File: src/hdl/mml_pkg.sv
// Shared types and constants for the memory-map line parser.
// No dependencies; used by the parser top level and its checker.
package mml_pkg;

   typedef enum logic [1:0] {
      KIND_NAME_BYTE = 2'd0,
      KIND_AREA      = 2'd1,
      KIND_MALFORMED = 2'd2,
      KIND_END       = 2'd3
   } kind_type;

   localparam logic [7:0] CH_NUL     = 8'h00;
   localparam logic [7:0] CH_NEWLINE = 8'h0A;
   localparam logic [7:0] CH_SPACE   = 8'h20;
   localparam logic [7:0] CH_DASH    = 8'h2D;
   localparam logic [7:0] CH_SLASH   = 8'h2F;
   localparam logic [7:0] CH_COLON   = 8'h3A;
   localparam logic [7:0] CH_LBRACK  = 8'h5B;
   localparam logic [7:0] CH_ZERO    = 8'h30;
   localparam logic [7:0] CH_NINE    = 8'h39;
   localparam logic [7:0] CH_R       = 8'h72;
   localparam logic [7:0] CH_W       = 8'h77;
   localparam logic [7:0] CH_X       = 8'h78;
   localparam logic [7:0] CH_S       = 8'h73;
   localparam logic [7:0] CH_P       = 8'h70;

   typedef struct packed {
      kind_type    kind;
      logic [7:0]  name_byte;
      logic [63:0] start_addr;
      logic [63:0] end_addr;
      logic [63:0] area_size;
      logic [63:0] file_offset;
      logic [2:0]  prot_bits;
      logic        is_shared;
      logic        is_anonymous;
      logic [11:0] name_length;
   } rsp_type;

   // Hex digit decode: bit 4 set when the character is a hex digit.
   function automatic logic [4:0] hex_decode(input logic [7:0] ch);
      logic [4:0] r;
      r = 5'd0;
      if (ch >= 8'h30 && ch <= 8'h39) begin
         r = {1'b1, 4'(ch - 8'h30)};
      end else if (ch >= 8'h61 && ch <= 8'h66) begin
         r = {1'b1, 4'(ch - 8'h57)};
      end else if (ch >= 8'h41 && ch <= 8'h46) begin
         r = {1'b1, 4'(ch - 8'h37)};
      end
      return r;
   endfunction

endpackage

File: src/hdl/memory_map_line_parser.sv
// Results are registered; one character per cycle is taken while req_stall is low.
// The per-character parse step is a single pass of state update and 64-bit
// shift-and-add between the parse registers.
// A result register plus one skid register decouple req_ from rsp_ stalls.
// Reset (synchronous, active high): start of a fresh line, all values zero,
// no result pending.
module memory_map_line_parser
   import mml_pkg::*;
#(
   parameter int NAME_CAPACITY = 4096
) (
   input  logic        clock,
   input  logic        reset,
   input  logic        req_valid,
   output logic        req_stall,
   input  logic [7:0]  req_in_byte,
   input  logic        req_end_of_input,
   output logic        rsp_valid,
   input  logic        rsp_stall,
   output logic [1:0]  rsp_result_kind,
   output logic [7:0]  rsp_name_byte,
   output logic [63:0] rsp_start_addr,
   output logic [63:0] rsp_end_addr,
   output logic [63:0] rsp_area_size,
   output logic [63:0] rsp_file_offset,
   output logic [2:0]  rsp_prot_bits,
   output logic        rsp_is_shared,
   output logic        rsp_is_anonymous,
   output logic [11:0] rsp_name_length
);

   // Name counter never exceeds NAME_CAPACITY-1.
   localparam int CNT_W = (NAME_CAPACITY > 2) ? $clog2(NAME_CAPACITY) : 1;
   localparam logic [CNT_W:0] CAP = (CNT_W + 1)'(NAME_CAPACITY);

   typedef enum logic [3:0] {
      PH_START, PH_END, PH_R, PH_W, PH_X, PH_S, PH_SP, PH_OFF,
      PH_MAJ, PH_MIN, PH_INODE, PH_SPACES, PH_NAME, PH_SKIP
   } phase_type;

   // Parse state
   phase_type        phase_ff, phase_in;
   logic [63:0]      acc_ff, acc_in;
   logic [63:0]      start_ff, start_in;
   logic [63:0]      end_ff, end_in;
   logic [63:0]      offset_ff, offset_in;
   logic [3:0]       flags_ff, flags_in;     // bit3 shared, bits 2:0 xwr
   logic [CNT_W-1:0] cnt_ff, cnt_in;

   // Output register and skid register
   rsp_type out_ff, skid_ff;
   logic    out_valid_ff, skid_valid_ff;

   // Per-character step results
   rsp_type    res;
   logic       res_valid;
   logic [7:0] ch;
   logic [4:0] hex;
   logic       is_dec;
   logic       go;
   logic       take;

   assign ch     = req_end_of_input ? CH_NUL : req_in_byte;
   assign hex    = hex_decode(ch);
   assign is_dec = (ch >= CH_ZERO) && (ch <= CH_NINE);

   // Skid full is the only reason to hold off the requester.
   assign req_stall = skid_valid_ff;
   assign go        = req_valid && !req_stall;
   assign take      = out_valid_ff && !rsp_stall;

   always_comb begin
      logic fail_v, emit_v, eol_v, newline_v, name_v, after_v;
      logic [CNT_W:0] cnt_next;

      fail_v    = 1'b0;
      emit_v    = 1'b0;
      eol_v     = 1'b0;
      newline_v = 1'b0;
      name_v    = 1'b0;
      after_v   = 1'b0;
      cnt_next  = {1'b0, cnt_ff} + (CNT_W + 1)'(1);

      phase_in  = phase_ff;
      acc_in    = acc_ff;
      start_in  = start_ff;
      end_in    = end_ff;
      offset_in = offset_ff;
      flags_in  = flags_ff;
      cnt_in    = cnt_ff;
      res       = '0;
      res_valid = 1'b0;

      unique case (phase_ff)
         PH_START: begin
            if (hex[4]) begin
               acc_in = {acc_ff[59:0], hex[3:0]};
            end else if (ch == CH_DASH) begin
               start_in = acc_ff;
               acc_in   = '0;
               phase_in = PH_END;
            end else if (ch == CH_NUL && acc_ff == '0) begin
               eol_v = 1'b1;
            end else begin
               fail_v = 1'b1;
            end
         end
         PH_END: begin
            if (hex[4]) begin
               acc_in = {acc_ff[59:0], hex[3:0]};
            end else if (ch != CH_SPACE || acc_ff < start_ff) begin
               fail_v = 1'b1;
            end else begin
               end_in   = acc_ff;
               acc_in   = '0;
               phase_in = PH_R;
            end
         end
         PH_R: begin
            if (ch == CH_R) flags_in[0] = 1'b1;
            if (ch == CH_R || ch == CH_DASH) phase_in = PH_W;
            else fail_v = 1'b1;
         end
         PH_W: begin
            if (ch == CH_W) flags_in[1] = 1'b1;
            if (ch == CH_W || ch == CH_DASH) phase_in = PH_X;
            else fail_v = 1'b1;
         end
         PH_X: begin
            if (ch == CH_X) flags_in[2] = 1'b1;
            if (ch == CH_X || ch == CH_DASH) phase_in = PH_S;
            else fail_v = 1'b1;
         end
         PH_S: begin
            if (ch == CH_S) flags_in[3] = 1'b1;
            if (ch == CH_S || ch == CH_P) phase_in = PH_SP;
            else fail_v = 1'b1;
         end
         PH_SP: begin
            if (ch == CH_SPACE) begin
               acc_in   = '0;
               phase_in = PH_OFF;
            end else begin
               fail_v = 1'b1;
            end
         end
         PH_OFF: begin
            if (hex[4]) begin
               acc_in = {acc_ff[59:0], hex[3:0]};
            end else if (ch == CH_SPACE) begin
               offset_in = acc_ff;
               acc_in    = '0;
               phase_in  = PH_MAJ;
            end else begin
               fail_v = 1'b1;
            end
         end
         PH_MAJ: begin
            // device numbers are checked for form only
            if (hex[4]) begin
            end else if (ch == CH_COLON) begin
               phase_in = PH_MIN;
            end else begin
               fail_v = 1'b1;
            end
         end
         PH_MIN: begin
            if (hex[4]) begin
            end else if (ch == CH_SPACE) begin
               phase_in = PH_INODE;
            end else begin
               fail_v = 1'b1;
            end
         end
         PH_INODE: begin
            // inode value is dropped, digits only advance the parse
            if (!is_dec) after_v = 1'b1;
         end
         PH_SPACES: after_v = 1'b1;
         PH_NAME: begin
            if (ch == CH_NEWLINE) emit_v = 1'b1;
            else if (ch == CH_NUL) fail_v = 1'b1;
            else name_v = 1'b1;
         end
         PH_SKIP: begin
            if (ch == CH_NEWLINE) newline_v = 1'b1;
            else if (ch == CH_NUL) eol_v = 1'b1;
         end
         default: newline_v = 1'b1;
      endcase

      // Separator after the inode: spaces, then a name, newline or error.
      if (after_v) begin
         phase_in = PH_SPACES;
         if (ch == CH_SPACE) begin
         end else if (ch == CH_SLASH || ch == CH_LBRACK) begin
            name_v = 1'b1;
         end else if (ch == CH_NEWLINE) begin
            emit_v = 1'b1;
         end else begin
            fail_v = 1'b1;
         end
      end

      // Name character: over-long names turn into a malformed line.
      if (name_v) begin
         if (cnt_next >= CAP) begin
            fail_v = 1'b1;
         end else begin
            cnt_in        = cnt_next[CNT_W-1:0];
            phase_in      = PH_NAME;
            res_valid     = 1'b1;
            res.kind      = KIND_NAME_BYTE;
            res.name_byte = ch;
         end
      end

      if (fail_v) begin
         res_valid = 1'b1;
         res.kind  = KIND_MALFORMED;
         if (ch == CH_NUL || ch == CH_NEWLINE) newline_v = 1'b1;
         else phase_in = PH_SKIP;
      end

      if (emit_v) begin
         res_valid        = 1'b1;
         res.kind         = KIND_AREA;
         res.start_addr   = start_ff;
         res.end_addr     = end_ff;
         res.area_size    = end_ff - start_ff;
         res.file_offset  = offset_ff;
         res.prot_bits    = flags_ff[2:0];
         res.is_shared    = flags_ff[3];
         res.is_anonymous = (cnt_ff == '0);
         res.name_length  = 12'(cnt_ff);
         newline_v        = 1'b1;
      end

      if (eol_v) begin
         res_valid = 1'b1;
         res.kind  = KIND_END;
         newline_v = 1'b1;
      end

      if (newline_v) begin
         phase_in = PH_START;
         acc_in   = '0;
         flags_in = '0;
         cnt_in   = '0;
      end
   end

   // Parse state registers
   always_ff @(posedge clock) begin
      if (reset) begin
         phase_ff  <= PH_START;
         acc_ff    <= '0;
         start_ff  <= '0;
         end_ff    <= '0;
         offset_ff <= '0;
         flags_ff  <= '0;
         cnt_ff    <= '0;
      end else if (go) begin
         phase_ff  <= phase_in;
         acc_ff    <= acc_in;
         start_ff  <= start_in;
         end_ff    <= end_in;
         offset_ff <= offset_in;
         flags_ff  <= flags_in;
         cnt_ff    <= cnt_in;
      end
   end

   // Result valids: output register refills from skid first, then from the step.
   always_ff @(posedge clock) begin
      if (reset) begin
         out_valid_ff  <= 1'b0;
         skid_valid_ff <= 1'b0;
      end else if (!out_valid_ff || take) begin
         if (skid_valid_ff) begin
            out_valid_ff  <= 1'b1;
            skid_valid_ff <= 1'b0;
         end else begin
            out_valid_ff <= go && res_valid;
         end
      end else if (go && res_valid) begin
         skid_valid_ff <= 1'b1;
      end
   end

   // Result payload, no reset needed
   always_ff @(posedge clock) begin
      if (!out_valid_ff || take) begin
         if (skid_valid_ff) out_ff <= skid_ff;
         else if (go && res_valid) out_ff <= res;
      end else if (go && res_valid) begin
         skid_ff <= res;
      end
   end

   assign rsp_valid        = out_valid_ff;
   assign rsp_result_kind  = out_ff.kind;
   assign rsp_name_byte    = out_ff.name_byte;
   assign rsp_start_addr   = out_ff.start_addr;
   assign rsp_end_addr     = out_ff.end_addr;
   assign rsp_area_size    = out_ff.area_size;
   assign rsp_file_offset  = out_ff.file_offset;
   assign rsp_prot_bits    = out_ff.prot_bits;
   assign rsp_is_shared    = out_ff.is_shared;
   assign rsp_is_anonymous = out_ff.is_anonymous;
   assign rsp_name_length  = out_ff.name_length;

endmodule

File: config.mk
export PLATFORM = sky130hd
export DESIGN_NAME = memory_map_line_parser
export DESIGN_NICKNAME = d
export VERILOG_FILES = /design/src/hdl/mml_pkg.sv /design/src/hdl/memory_map_line_parser.sv
export SDC_FILE = /design/constraint.sdc
export NUM_CORES = 1
export LEC_CHECK = 0
export ABC_AREA = 1
export BUFFER_PORTS_ARGS = -buffer_cell sky130_fd_sc_hd__buf_2
export CAP_MARGIN = 5
export CORE_MARGIN = 2
export CORE_UTILIZATION = 30
export DETAILED_ROUTE_END_ITERATION = 8
export PLACE_DENSITY = 0.46
export SETUP_SLACK_MARGIN = 0.3
export SLEW_MARGIN = 25
export SYNTH_ARGS = -nofsm -noshare
export SYNTH_HDL_FRONTEND = slang
export SYNTH_SLANG_ARGS = --single-unit
File: constraint.sdc
create_clock -name clock -period 27 [get_ports clock]
set_input_delay 5.4 -clock clock [delete_from_list [all_inputs] [get_ports clock]]
set_output_delay 5.4 -clock clock [all_outputs]
set_load 0.1 [all_outputs]
Yosys cells after proc, flatten, opt, wreduce, memory -nomap -nowiden
Index checks and enable logic that the tools add are counted.

Word-level logic and storage cells: 228. Register bits after elaboration: 844. Output and inout port bits: 285. Input port bits: 13.

Muxes and demuxes: 105. Equality and inequality tests: 28. Magnitude comparators: 8. $add $sub $neg: 5. Reductions and logical operators: 47. Bitwise gates (word level): 3.

Operators with widths (count): 283-bit 2-to-1 mux (2); 64-bit 2-to-1 mux (7); 273-bit 2-to-1 mux (1); 64-bit case mux with 4 select lines (1); 4-bit 2-to-1 mux (22); 64-bit zero test (1); 64-bit less-than comparator (1); 64-bit subtractor (1); 1-bit 2-to-1 mux (55); 8-bit by 7-bit == test with 1-bit output, second input constant (6); 4-bit case mux with 10 select lines (1); 12-bit 2-to-1 mux (3); 8-bit by 6-bit == test with 1-bit output, second input constant (4); 4-bit == test, second input constant (6); 8-bit 2-to-1 mux (3); 2-bit nonzero test (10); 4-bit by 3-bit == test with 1-bit output, second input constant (4); 8-bit by 7-bit greater-or-equal comparator with 1-bit output, second input constant (2); 8-bit by 7-bit less-or-equal comparator with 1-bit output, second input constant (2); 4-bit AND reduction (4); 5-bit 2-to-1 mux (3); 3-bit AND reduction (5); 12-bit by 1-bit adder with 13-bit output, second input constant (1); 13-bit greater-or-equal comparator, second input constant (1); 24 further kinds (50).

Logic depth before layout (Yosys ltp)
Depth in word-level cells: 20. Mapped depth: 22. Mapped depth without buffers: 21.

Least setup slack after synthesis
No wires, ideal clock.

Path type: input to register. From: input port req_in_byte[0]. To: register out_ff, in the netlist rsp_area_size[0], enable pin. Arrival: 27.045 ns. Stages: 17. Library setup time: 1.357 ns. Setup slack: -1.402 ns. Path buffers: 0. Required time: 25.643 ns. Path through: inv_1 nor2_1 inv_1 ha_1 a21oi_1 o21ai_2 nand2_4 nand2_2 inv_2 nand2_1 nor2_1 nor2_1 nand3_1 nor2_2 nand4_1 nand2_1 a21boi_0.

Longest elaborated chain between the ends: 20. Elaborated cells between the ends (all ways): 80. Those cells by class: order compare: 6; eq/ne: 12; mux: 48; reduce/logical: 14.

RTL lines: start: declaration (line memory_map_line_parser.sv:16) `input logic [7:0] req_in_byte,`; 8-bit 2-to-1 mux * (line memory_map_line_parser.sv:63) `assign ch = req_end_of_input ? CH_NUL : req_in_byte;`; 8-bit by 7-bit greater-or-equal comparator with 1-bit output or 8-bit by 7-bit less-or-equal comparator with 1-bit output (tied branches) (line mml_pkg.sv:48) `end else if (ch >= 8'h41 && ch <= 8'h46) begin`; 1-bit logical AND (line mml_pkg.sv:48); 5-bit 2-to-1 mux (line mml_pkg.sv:48); 5-bit 2-to-1 mux (line mml_pkg.sv:46) `end else if (ch >= 8'h61 && ch <= 8'h66) begin`; 5-bit 2-to-1 mux (line mml_pkg.sv:44) `if (ch >= 8'h30 && ch <= 8'h39) begin`; 1-bit 2-to-1 mux (on tied branches); 1-bit case mux with 10 select lines (line memory_map_line_parser.sv:94) `unique case (phase_ff)`; [... 4 more ...]; 1-bit 2-to-1 mux (line memory_map_line_parser.sv:207) `if (cnt_next >= CAP) begin`; 1-bit 2-to-1 mux (line memory_map_line_parser.sv:206) `if (name_v) begin`; 1-bit 2-to-1 mux (line memory_map_line_parser.sv:218) `if (fail_v) begin`; 1-bit 2-to-1 mux (line memory_map_line_parser.sv:225) `if (emit_v) begin`; 1-bit 2-to-1 mux * (line memory_map_line_parser.sv:239) `if (eol_v) begin`; 1-bit logical AND * (line memory_map_line_parser.sv:295) `else if (go && res_valid) out_ff <= res;`; 2-bit nonzero test (no line) *; 2-bit AND reduction (no line) *; end signal: assignment (line memory_map_line_parser.sv:294) `if (skid_valid_ff) out_ff <= skid_ff;`; end signal: assignment (line memory_map_line_parser.sv:295); end: declaration (line memory_map_line_parser.sv:51) `rsp_type out_ff, skid_ff;`.

Every way passes the cells marked *; elsewhere a longest branch is shown, timed or not. A chain may end at the register's enable or synchronous reset.

Final worst setup path
From: input port req_end_of_input. To: register out_ff, in the netlist rsp_area_size[30], enable pin.

Longest elaborated chain between the ends: 20. Elaborated cells between the ends (all ways): 80. Those cells by class: order compare: 6; eq/ne: 12; mux: 48; reduce/logical: 14.

RTL lines: start: declaration (line memory_map_line_parser.sv:17) `input logic req_end_of_input,`; 8-bit 2-to-1 mux * (line memory_map_line_parser.sv:63); 8-bit by 7-bit greater-or-equal comparator with 1-bit output or 8-bit by 7-bit less-or-equal comparator with 1-bit output (tied branches) (line mml_pkg.sv:48); 1-bit logical AND (line mml_pkg.sv:48); 5-bit 2-to-1 mux (line mml_pkg.sv:48); 5-bit 2-to-1 mux (line mml_pkg.sv:46); 5-bit 2-to-1 mux (line mml_pkg.sv:44); 1-bit 2-to-1 mux (on tied branches); 1-bit case mux with 10 select lines (line memory_map_line_parser.sv:94); [... 4 more ...]; 1-bit 2-to-1 mux (line memory_map_line_parser.sv:207); 1-bit 2-to-1 mux (line memory_map_line_parser.sv:206); 1-bit 2-to-1 mux (line memory_map_line_parser.sv:218); 1-bit 2-to-1 mux (line memory_map_line_parser.sv:225); 1-bit 2-to-1 mux * (line memory_map_line_parser.sv:239); 1-bit logical AND * (line memory_map_line_parser.sv:295); 2-bit nonzero test (no line) *; 2-bit AND reduction (no line) *.

Marks and branches as above.

==> results.sh <==
export IMPL_syn_area_mm2=0.03961
export IMPL_synth_enable_flop_cells=566
export IMPL_syn_num_nets=4398
export IMPL_die_width_um=367.3
export IMPL_end_kind="register"
export IMPL_via_count=30492
export IMPL_worstRegToRegCells=16
export IMPL_root_buffer="clkbuf_16"
export IMPL_ios=298
export IMPL_cts_resized=0
export IMPL_drive_above_1_share_pct=12.78
export IMPL_worstSetupStartpointType="primary input"
export IMPL_cp_required_ps=27310
export IMPL_numCtsBuffers=97
export IMPL_route_detailed_drc=0
export IMPL_fin_worst_skew_ps=48.91
export IMPL_min_delay_start="offset_ff[51]"
export IMPL_grt_usage_pct=18.95
export IMPL_holdCritPathClass="reg -> reg"
export IMPL_critPathKind="in -> reg"
export IMPL_initial_core_util_pct=30.16
export IMPL_path_clk_slew_ps=60
export IMPL_vias_per_cell=4.838
export IMPL_slew_violations=0
export IMPL_seq_area_frac_synth_pct=56.97
export IMPL_syn_area_per_cell_um2=9.315
export IMPL_core_region_area_mm2=0.1313
export IMPL_antenna_found_initial=0
export IMPL_clk_latency_ps=730
export IMPL_tns_ps=0
export IMPL_die_area_mm2=0.1349
export IMPL_yosys_warnings=0
export IMPL_synth_top_cell_area_share_pct=42.91
export IMPL_status="finished, final reports clean"
export IMPL_worst_pin_slew_ps=1194
export IMPL_hold_depth=2
export IMPL_max_freq_mhz=99.08
export IMPL_reg2reg_to="rsp_area_size[30]"
export IMPL_final_common_cell="nand2_1"
export IMPL_wl_um=131200
export IMPL_cts_max_level=3
export IMPL_synth_distinct_cells=62
export IMPL_cts_hold_buf=0
export IMPL_async_reset_ff_share_pct=0
export IMPL_final_seq_area_mm2=0.02257
export IMPL_cts_path_max_buffers=3
export IMPL_routedWlPerCell_um=20.82
export IMPL_final_cell_mix="nand2_1 (761), edfxtp_1 (566), inv_1 (472)"
export IMPL_drt_iter0_markers=2336
export IMPL_final_nets=4612
export IMPL_synth_cells=4252
export IMPL_drv_cap=0
export IMPL_nFillCells=13480
export IMPL_fin_crit_ps=10090
export IMPL_slew_headroom_pct=19.70
export IMPL_drtPass1Iterations=6
export IMPL_cts_tree="yes"
export IMPL_grt_first_pass_wirelength_um=194300
export IMPL_cts_setup_buffers=0
export IMPL_hold_violations=0
export IMPL_holdWs_ps=453.2
export IMPL_yosysTopAreaCell="edfxtp_1"
export IMPL_crit_arrival_ps=10410
export IMPL_syn_to_final_growth_pct=16.10
export IMPL_reg2reg_setup_slack_ps=21680
export IMPL_fin_crit_sh_pct=37.38
export IMPL_ant_nets=0
export IMPL_worstPathMaxFanout=65
export IMPL_rr_startpoint="phase_ff[1]"
export IMPL_crit_path_start="req_end_of_input"
export IMPL_min_to="offset_ff[51]"
export IMPL_first_global_vias=29081
export IMPL_dp_hpwl_um=92500
export IMPL_setup_viol=0
export IMPL_ys_ff_latch=844
export IMPL_grt_setup_unrepaired="no"
export IMPL_n_antenna_cell=0
export IMPL_die_h_um=367.3
export IMPL_leakagePower_uw=0.01760
export IMPL_powerDensity_mw_per_mm2=86.17
export IMPL_globalplace_congestion=0.9075
export IMPL_vdd_drop_max_v=0.00006680
export IMPL_port_buffers=297
export IMPL_ys_dominant_reg_cell="edfxtp_1"
export IMPL_clock_sinks=844
export IMPL_fin_util_pct=35.02
export IMPL_grt_max_degree=144
export IMPL_multi_input_comb_area_mm2=0.01432
export IMPL_ys_top_cells_by_area="edfxtp_1 (43%), dfxtp_1 (14%), nand2_1 (7.2%), a21oi_1 (5.1%), inv_1 (4.5%)"
export IMPL_rows=133
export IMPL_overflow=0
[critical path, stage by stage]
cell,delay [ps]
buf_2,150
nor2_1,250
inv_1,160
ha_1,280
a21oi_1,190
o21ai_2,110
nand2_4,110
nand2_2,140
nand2_2,80
buf_4,600
nand2_1,100
a21oi_1,190
nor2_2,80
nand4_1,90
nand2_1,160
a21boi_4,170
buf_4,470
buf_4,750
buf_4,740
[final cells by class]
cell class                 count  share of cell area, %
clock buffer                 126                  5.823
clock inverter                54                  1.347
inverter                     495                  4.065
multi-input combinational   2701                  31.14
sequential                   844                  49.08
tap                         1755                  4.776
timing repair buffer         327                  3.777
[through the flow]
step | setup slack, ps | std cells | instance area (µm²) | power [µW]
finish | 16910 | 6302 | 45980 | 3962
global route | 16350 | 6302 | 45980 | 4098
CTS | 16880 | 6302 | 45980 | 4014
detailed placement | 16160 | 6122 | 42680 | 2628
global placement | 16190 | 6122 | 42680 | 2631
floorplan | 6274 | 4252 | 39610 | 2495
[cell usage after synthesis, drive strengths merged (8+ instances only)]
library cell	number
a21o	12
a21oi	414
a31oi	13
and3	28
buf	88
clkbuf	124
dfxtp	278
edfxtp	566
ha	132
inv	494
mux2	14
nand2	778
nand3	90
nand4	49
nor2	468
nor3	31
o21a	11
o21ai	327
o21bai	15
o22ai	63
o31ai	191
or2	12
xor2	8
[layer usage]
layer	vias to the layer above	track usage (%)	wire [µm]
met3	146	2.451	5766
met5	-	0	0
li1	15043	-	-
met1	14542	26.87	62510
met4	0	5.824	3264
met2	761	29.99	59670
[power breakdown]
group          internal (µW)  total [µW]  switching [µW]
combinational            104        1010             902
clock                    807        1370             566
sequential              1530        1580            53.3
total                   2440        3960            1520
[kinds of logic (layout without fill, tap and decap cells)]
| kind of cell | count (synthesis) | count (layout) | share of synthesized area [%] |
|---|---|---|---|
| adder cells (fa/ha/maj) | 133 | 133 | 4.221 |
| buffers and inverters | 707 | 1002 | 6.991 |
| multiplexers | 15 | 15 | 0.4233 |
| XOR/XNOR | 15 | 15 | 0.3317 |
| flip-flops | 844 | 844 | 56.97 |
| AO/OA/AOI/OAI | 1070 | 1070 | 15.57 |
| AND/OR/NAND/NOR | 1468 | 1468 | 15.49 |
[worst max path at each step]
stage / to / depth (start not counted)
3_5_place_dp: rsp_start_addr[25] / 19
3_3_place_gp: rsp_end_addr[25] / 19
2_1_floorplan: rsp_area_size[0] / 17
6_report: rsp_area_size[30] / 19
4_1_cts: rsp_area_size[16] / 19
5_1_grt: rsp_area_size[28] / 19
[state kept, by name, indices dropped and copies added, names as in the netlist]
register          cells
rsp_prot_bits         3
rsp_start_addr       64
skid_ff             283
rsp_name_length      12
start_ff             64
rsp_name_byte         8
rsp_result_kind       2
rsp_is_shared         1
rsp_valid             1
cnt_ff               12
flags_ff              4
rsp_area_size        64
req_stall             1
phase_ff              4
offset_ff            64
rsp_is_anonymous      1
end_ff               64
acc_ff               64
rsp_file_offset      64
rsp_end_addr         64
(Power assumes the default switching activity.)
